`src/design/lrt_pkg.sv`:
```
// Shared types and constants for the launch extent range table.
package lrt_pkg;

  // Table geometry.
  localparam int MAX_EXTENTS = 16;
  localparam int IDX_W       = $clog2(MAX_EXTENTS);
  localparam int CNT_W       = IDX_W + 1;

  // Page geometry.
  localparam int PAGE_BYTES = 4096;
  localparam int PAGE_SHIFT = $clog2(PAGE_BYTES);

  // Field widths.
  localparam int ADDR_W  = 52;
  localparam int SIZE_W  = 32;
  localparam int LIMIT_W = ADDR_W + 1;
  localparam int VB_W    = 13;
  localparam int OIDX_W  = 4;

  // Operation codes carried in the mode field.
  typedef enum logic [1:0] {
    MODE_ADD      = 2'd0,
    MODE_CONTAINS = 2'd1,
    MODE_PAGE     = 2'd2,
    MODE_LIMIT    = 2'd3
  } mode_t;

  // Request word.
  typedef struct packed {
    logic [1:0]        mode;
    logic [ADDR_W-1:0] address;
    logic [SIZE_W-1:0] data_size;
    logic [SIZE_W-1:0] total_size;
    logic              has_data;
  } req_word_t;

  // Response word.
  typedef struct packed {
    logic               found;
    logic [OIDX_W-1:0]  extent_index;
    logic [SIZE_W-1:0]  data_offset;
    logic [VB_W-1:0]    valid_bytes;
    logic [LIMIT_W-1:0] end_limit;
    logic               add_dropped;
  } rsp_word_t;

  // One stored extent.
  typedef struct packed {
    logic [ADDR_W-1:0] base;
    logic [SIZE_W-1:0] data_bytes;
    logic [SIZE_W-1:0] total_bytes;
  } extent_t;

  localparam int EXTENT_W = $bits(extent_t);

  // Status returned by the compare unit for one extent.
  typedef struct packed {
    logic               hit;
    logic               greater;
    logic [LIMIT_W-1:0] end_addr;
  } scan_res_t;

endpackage

```
`src/design/lrt_ram.sv`:
```
// Generic single-write, single-read RAM with a registered read port.
module lrt_ram #(
  parameter int WIDTH = 8,
  parameter int DEPTH = 16
) (
  input  logic                     clk,
  input  logic                     wr_en,
  input  logic [$clog2(DEPTH)-1:0] wr_addr,
  input  logic [WIDTH-1:0]         wr_data,
  input  logic                     rd_en,
  input  logic [$clog2(DEPTH)-1:0] rd_addr,
  output logic [WIDTH-1:0]         rd_data
);

  logic [WIDTH-1:0] mem [DEPTH];

  // Write port and registered read port.
  always_ff @(posedge clk) begin
    if (wr_en) begin
      mem[wr_addr] <= wr_data;
    end
    if (rd_en) begin
      rd_data <= mem[rd_addr];
    end
  end

endmodule

```
`src/design/lrt_scan_unit.sv`:
```
// Shared compare unit: extent end, containment test and running maximum test.
module lrt_scan_unit import lrt_pkg::*; (
  input  extent_t             entry,
  input  logic [ADDR_W-1:0]   key,
  input  logic [LIMIT_W-1:0]  lim,
  output scan_res_t           res
);

  logic [LIMIT_W-1:0] end_addr;

  // The end is formed one bit wider so that it never wraps.
  assign end_addr = {1'b0, entry.base} + {{(LIMIT_W-SIZE_W){1'b0}}, entry.total_bytes};

  // The key lies in the extent when base <= key < end.
  always_comb begin
    res.end_addr = end_addr;
    res.hit      = (key >= entry.base) && ({1'b0, key} < end_addr);
    res.greater  = end_addr > lim;
  end

endmodule

```
`src/design/launch_extent_range_table.sv`:
```
// Top level of the launch extent range table: sequencer, table and result register.
//
//  channel | direction | handshake          | word
//  req     | in        | req_valid/req_stall | req_word_t
//  rsp     | out       | rsp_valid/rsp_stall | rsp_word_t
//
// An add passes from acceptance through the start state to the result register. A query walks
// the table through the one read port of the extent RAM, one entry a cycle, and a
// hit ends a contains or page query early; a page query then goes through the offset
// and valid-bytes states before the result.
// Reset empties the table at once; stored entries are not cleared.
// req_stall is high from acceptance until the result is loaded, which waits while
// the result register still holds a word that is stalled.
module launch_extent_range_table import lrt_pkg::*; (
  input  logic      clk,
  input  logic      rst,
  input  logic      req_valid,
  output logic      req_stall,
  input  req_word_t req,
  output logic      rsp_valid,
  input  logic      rsp_stall,
  output rsp_word_t rsp
);

  typedef enum logic [5:0] {
    ST_IDLE   = 6'b000001,
    ST_START  = 6'b000010,
    ST_SCAN   = 6'b000100,
    ST_PG_OFF = 6'b001000,
    ST_PG_VB  = 6'b010000,
    ST_DONE   = 6'b100000
  } state_t;

  state_t             state;
  state_t             state_next;
  req_word_t          item;
  logic [CNT_W-1:0]   extent_count;
  logic [CNT_W-1:0]   rd_idx;
  logic               ev_valid;
  logic [IDX_W-1:0]   ev_idx;
  logic               res_found;
  logic [IDX_W-1:0]   res_idx;
  logic [SIZE_W-1:0]  res_off;
  logic [VB_W-1:0]    res_vb;
  logic               res_drop;
  logic [LIMIT_W-1:0] lim;
  logic [ADDR_W-1:0]  hit_base;
  logic [SIZE_W-1:0]  hit_data;

  logic               accept;
  logic               issue;
  logic               add_ok;
  logic               out_free;
  logic [ADDR_W-1:0]  page;
  logic [ADDR_W-1:0]  key;
  extent_t            wr_entry;
  extent_t            rd_entry;
  logic [EXTENT_W-1:0] rd_bits;
  scan_res_t          scan;
  logic [SIZE_W-1:0]  diff;
  mode_t              mode;

  assign accept    = req_valid && !req_stall;
  assign req_stall = (state != ST_IDLE);
  assign out_free  = !rsp_valid || !rsp_stall;
  assign mode      = mode_t'(item.mode);

  // The page query matches the page-aligned address.
  assign page = {item.address[ADDR_W-1:PAGE_SHIFT], {PAGE_SHIFT{1'b0}}};
  assign key  = (mode == MODE_PAGE) ? page : item.address;

  // Extent store.
  assign add_ok   = (state == ST_START) && (mode == MODE_ADD) &&
                    (item.total_size != '0) && (extent_count < CNT_W'(MAX_EXTENTS));
  assign issue    = (state == ST_SCAN) && (rd_idx < extent_count);
  assign wr_entry = '{base:        item.address,
                      data_bytes:  item.has_data ? item.data_size : '0,
                      total_bytes: item.total_size};
  assign rd_entry = extent_t'(rd_bits);

  lrt_ram #(
    .WIDTH (EXTENT_W),
    .DEPTH (MAX_EXTENTS)
  ) u_table (
    .clk     (clk),
    .wr_en   (add_ok),
    .wr_addr (extent_count[IDX_W-1:0]),
    .wr_data (wr_entry),
    .rd_en   (issue),
    .rd_addr (rd_idx[IDX_W-1:0]),
    .rd_data (rd_bits)
  );

  lrt_scan_unit u_scan (
    .entry (rd_entry),
    .key   (key),
    .lim   (lim),
    .res   (scan)
  );

  // Data bytes left in the extent from the page offset onwards.
  assign diff = hit_data - res_off;

  // Next-state logic.
  always_comb begin
    state_next = state;
    unique case (state)
      ST_IDLE: begin
        if (accept) state_next = ST_START;
      end
      ST_START: begin
        state_next = (mode == MODE_ADD) ? ST_DONE : ST_SCAN;
      end
      ST_SCAN: begin
        if (ev_valid && scan.hit && (mode != MODE_LIMIT)) begin
          state_next = (mode == MODE_PAGE) ? ST_PG_OFF : ST_DONE;
        end else if (!issue && !ev_valid) begin
          state_next = ST_DONE;
        end
      end
      ST_PG_OFF: state_next = ST_PG_VB;
      ST_PG_VB:  state_next = ST_DONE;
      ST_DONE: begin
        if (out_free) state_next = ST_IDLE;
      end
      default: state_next = ST_IDLE;
    endcase
  end

  // Control registers.
  always_ff @(posedge clk) begin
    if (rst) begin
      state        <= ST_IDLE;
      extent_count <= '0;
      ev_valid     <= 1'b0;
      rsp_valid    <= 1'b0;
    end else begin
      state <= state_next;
      if (add_ok) begin
        extent_count <= extent_count + 1'b1;
      end
      ev_valid <= issue && (state_next == ST_SCAN);
      if (out_free) begin
        rsp_valid <= (state == ST_DONE);
      end
    end
  end

  // Item capture, scan bookkeeping and result fields.
  always_ff @(posedge clk) begin
    if (accept) begin
      item <= req;
    end
    ev_idx <= rd_idx[IDX_W-1:0];
    unique case (state)
      ST_START: begin
        rd_idx    <= '0;
        lim       <= '0;
        res_found <= 1'b0;
        res_idx   <= '0;
        res_off   <= '0;
        res_vb    <= '0;
        res_drop  <= (mode == MODE_ADD) && (item.total_size != '0) &&
                     (extent_count >= CNT_W'(MAX_EXTENTS));
      end
      ST_SCAN: begin
        if (issue) begin
          rd_idx <= rd_idx + 1'b1;
        end
        if (ev_valid && (mode == MODE_LIMIT) && scan.greater) begin
          lim <= scan.end_addr;
        end
        if (ev_valid && scan.hit && (mode != MODE_LIMIT)) begin
          res_found <= 1'b1;
          res_idx   <= ev_idx;
          hit_base  <= rd_entry.base;
          hit_data  <= rd_entry.data_bytes;
        end
      end
      ST_PG_OFF: begin
        // The page lies inside the extent, so the offset fits in the size width.
        res_off <= SIZE_W'(page - hit_base);
      end
      ST_PG_VB: begin
        if (res_off < hit_data) begin
          res_vb <= (diff > SIZE_W'(PAGE_BYTES)) ? VB_W'(PAGE_BYTES) : diff[VB_W-1:0];
        end else begin
          res_vb <= '0;
        end
      end
      default: begin
      end
    endcase
  end

  // Result register: loaded when the sequencer is done and the register is free.
  always_ff @(posedge clk) begin
    if ((state == ST_DONE) && out_free) begin
      rsp.found        <= res_found;
      rsp.extent_index <= OIDX_W'(res_idx);
      rsp.data_offset  <= res_off;
      rsp.valid_bytes  <= res_vb;
      rsp.end_limit    <= (mode == MODE_LIMIT) ? lim : '0;
      rsp.add_dropped  <= res_drop;
    end
  end

endmodule

```
`config.mk`:
```
export PLATFORM = sky130hd
export DESIGN_NAME = launch_extent_range_table
export DESIGN_NICKNAME = d
export VERILOG_FILES = /design/src/design/lrt_pkg.sv /design/src/design/lrt_ram.sv /design/src/design/lrt_scan_unit.sv /design/src/design/launch_extent_range_table.sv
export SDC_FILE = /design/constraint.sdc
export NUM_CORES = 2
export LEC_CHECK = 0
export ABC_AREA = 1
export BUFFER_PORTS_ARGS = -buffer_cell sky130_fd_sc_hd__buf_2
export CAP_MARGIN = 15
export CORE_UTILIZATION = 45
export DETAILED_ROUTE_END_ITERATION = 8
export PLACE_DENSITY_LB_ADDON = 0.08
export SLEW_MARGIN = 40
export SYNTH_ARGS = -nofsm -noshare
export SYNTH_HDL_FRONTEND = slang
export SYNTH_SLANG_ARGS = --single-unit
```
`constraint.sdc`:
```
create_clock -name clk -period 10.6 [get_ports clk]
set_input_delay 0.53 -clock clk [delete_from_list [all_inputs] [get_ports clk]]
set_output_delay 0.53 -clock clk [all_outputs]
set_load 0.02 [all_outputs]
```
==> results.py <==
metrics = {
    "clocking": {
        "cts_setup_buffers": 0,
        "path_clk_slew_ns": 0.06,
        "cts_tree": "yes",
        "cts_buffer_depth": 4,
        "ctsRootBufferMaster": "clkbuf_16",
        "clock_latency_ns": 0.93,
        "clkSinkCount": 2385,
        "cts_inserted_buffers": 275,
        "cts_max_level": 5,
    },
    "floorplanning": {
        "core-area_um2": 217400,
        "die_w_um": 469.8,
        "num_rows": 171,
        "start_util": 0.4530,
        "fp.dieH_um": 469.8,
        "dieArea_um2": 220700,
        "io_pins": 229,
    },
    "critical_path": {
        "max_stage_delay_ns": 0.51,
        "cp-end-kind": "flip-flop",
        "path_buf_inv": 4,
        "critPathRequiredTime_ns": 11.09,
        "r2r_slack_ns": 5.04,
        "critPathArrivalTime_ns": 6.05,
        "critPathMaxFanout": 62,
        "cp_slowest_cell": "buf_6",
        "reg2reg_to": "hit_data[30]$_DFFE_PP_",
        "r2r_cells": 32,
        "cp_common_cell": "nand2_1",
        "r2r_start": "u_table.rd_data[68]$_DFFE_PP_",
        "crit_family": "simple AND/OR/NAND/NOR gates",
        "start_kind": "flip-flop",
        "crit_type": "reg2reg",
    },
    "hold_path": {
        "hold_path_end": "rsp_valid$_SDFFE_PP0P_",
        "hold_start": "rsp_stall",
        "min_path_cells": 3,
        "hp-class": "in2reg",
    },
    "logic_synthesis": {
        "synth_edf_count": 2368,
        "syn_nets": 7735,
        "synth_area_leaders": "edfxtp_1 72%, nor2_1 5.1%, ha_1 3.1%",
        "yosysUniqueCellTypes": 59,
        "synth_cells": 7364,
        "yosys_warnings": 0,
        "yosys_register_bits": 2385,
        "ys.flop_type": "edfxtp_1",
        "synth.cell_area_um2": 98480,
        "yosysTopAreaCell": "edfxtp_1",
        "synth.avg_cell_area_um2": 13.37,
        "async_reset_ff_frac": 0,
        "synthDominantCellAreaShare": 0.7221,
        "seq_area_frac_synth": 0.7255,
    },
    "timing": {
        "hold_viol": 0,
        "relSlewSlack": 0.3715,
        "finalCritPeriodShare": 0.5249,
        "drv_slew": 0,
        "skew_ns": 0.07959,
        "fin_crit_ns": 5.564,
        "rsz0062_at_grt": "no",
        "worstMarginPinSlew_ns": 0.9427,
        "setup_viol": 0,
        "setup_tns_ns": 0,
        "timing.fmax_ghz": 0.1797,
    },
    "job": {
        "max_cap_viol_count": 0,
    },
    "detailed_routing": {
        "dr.pass1.iters": 6,
        "drc": 0,
        "viasPerCell": 5.761,
        "vias": 62348,
        "routed_wl_um": 290700,
        "detail-route-antenna-nets": 0,
        "drtIter0Drc": 6734,
        "wire_per_inst_um": 26.86,
    },
    "global_routing": {
        "grt_pass1_wl_um": 416500,
        "grt-ovfl-total": 0,
        "grt_pass1_vias": 58983,
        "grt_max_degree": 190,
        "grt_antenna_before_repair": 18,
        "grtUsageTotal": 0.2591,
    },
    "final_layout": {
        "final_common_cell": "edfxtp_1",
        "multi_input_comb_area_um2": 24140,
        "final_cell_mix": "2,368 x edfxtp_1, 1,319 x nor2_1, 580 x nand2_1",
        "nFillCells": 18464,
        "area_growth_pct": 15.07,
        "layout-drive-gt1-share": 0.1035,
        "seqCellArea_um2": 71450,
        "nets": 8150,
        "final_core_util": 0.5213,
        "final_cell_area_um2": 113300,
    },
    "power_and_ir_drop": {
        "clock_power_share": 0.442,
        "seq_power_share": 0.524,
        "comb_power_share": 0.035,
        "p_total_w": 0.02018,
        "p_leak_nw": 39.76,
        "sw_frac_of_total": 0.2110,
        "switching_power_w": 0.004259,
        "powerDensity_nw_per_um2": 178.1,
        "p_int_w": 0.01592,
        "ir_worst_vdd_mv": 0.1770,
    },
    "placed_design": {
        "placed_cell_area_um2": 103600,
        "hpwl_um": 171000,
        "finalWeightedCongestion": 0.8938,
        "io_buffers": 228,
    },
    "outcome": {
        "outcome": "finished clean",
    },
}
[power groups by stage]
| stage | Combinational, W | Clock [W] | Sequential (W) |
|---|---|---|---|
| finish | 0.000697 | 0.00891 | 0.0106 |
| global route | 0.000757 | 0.00939 | 0.0106 |
| CTS | 0.000695 | 0.00907 | 0.0106 |
| detailed placement | 0.000658 | 0 | 0.0108 |
| global placement | 0.000648 | 0 | 0.0108 |
| floorplan | 0.000341 | 0 | 0.0108 |
[metal layers]
metal,GRT usage,up-vias,share of wire
met5,0,-,0.000045
li1,-,28134,-
met1,0.3919,31456,0.46
met3,0.03608,457,0.068
met2,0.3885,2299,0.44
met4,0.07556,2,0.029
[synth_stat cells, types with 17 or more instances]
| library cell | instances |
|---|---|
| xor2_1 | 53 |
| nor2_1 | 1337 |
| xnor2_1 | 21 |
| o21ai_0 | 535 |
| o32ai_1 | 284 |
| clkbuf_1 | 335 |
| a21o_1 | 24 |
| buf_2 | 22 |
| o221ai_1 | 184 |
| nand4_1 | 44 |
| o211ai_1 | 62 |
| dfxtp_1 | 17 |
| nand2_1 | 581 |
| mux2i_1 | 180 |
| ha_1 | 246 |
| inv_1 | 426 |
| a21oi_1 | 191 |
| nor4_1 | 22 |
| nand3_1 | 248 |
| nor3_1 | 35 |
| edfxtp_1 | 2368 |
[through the flow]
| step | setup slack, ns | std cells | hold WS [ns] |
|---|---|---|---|
| 2_1_floorplan | 2.563 | 7364 | 0.3721 |
| 3_3_place_gp | 4.766 | 10209 | 0.4049 |
| 3_5_place_dp | 5.049 | 10226 | 0.4045 |
| 4_1_cts | 5.000 | 10810 | 0.001038 |
| 5_1_grt | 4.569 | 10821 | 0.05657 |
| 6_report | 5.036 | 10822 | 0.06482 |
[state kept, by name (all words and copies together) (netlist names), 32 cells and up]
register	count
rsp	104
res_off	32
hit_data	32
u_table.rd_data	116
item	117
hit_base	32
lim	53
u_table.mem	1856
[worst register-to-register path, delay by kind of cell (launching register included)]
family / cells / cell delay, ns
buffers and inverters: 4 / 0.84
AOI/OAI and AO/OA: 6 / 0.99
and+or+nand+nor: 19 / 1.81
DFF: 1 / 0.46
adders and majority gates: 2 / 0.69
xor gates and xnor gates: 1 / 0.23
[layout make-up]
type / count / share of cell area
inverter: 431 / 0.01465
multi-input combinational: 4176 / 0.2131
clock inverter: 119 / 0.008999
antenna: 3 / 0.00006625
tap: 2854 / 0.03151
timing repair buffer: 510 / 0.03707
sequential: 2385 / 0.6305
clock buffer: 344 / 0.06414
[cells by family after synthesis]
family | share of synthesized area
AO/OA/AOI/OAI | 0.09159
AND/OR/NAND/NOR | 0.09538
adder cells (fa/ha/maj) | 0.03166
XOR/XNOR | 0.006581
multiplexers | 0.01830
buffers and inverters | 0.03096
flip-flops | 0.7255
[how the worst max path moves through the flow]
| stage | end | from | cells past startpoint |
|---|---|---|---|
| finish | hit_data[30]$_DFFE_PP_ | u_table.rd_data[68]$_DFFE_PP_ | 32 |
| floorplan | lim[0]$_SDFFCE_PN0P_ | u_table.rd_data[64]$_DFFE_PP_ | 30 |
| CTS | hit_data[30]$_DFFE_PP_ | u_table.rd_data[64]$_DFFE_PP_ | 33 |
| detailed placement | hit_data[27]$_DFFE_PP_ | u_table.rd_data[64]$_DFFE_PP_ | 33 |
| global placement | hit_data[21]$_DFFE_PP_ | u_table.rd_data[64]$_DFFE_PP_ | 33 |
| global route | lim[10]$_SDFFCE_PN0P_ | u_table.rd_data[64]$_DFFE_PP_ | 31 |
[timing repair]
item,CTS,global route
hold endpoints to repair,129,0
hold buffers,121,0
gates resized for setup,0,0
No activity file was read; power rests on OpenSTA's default activity.
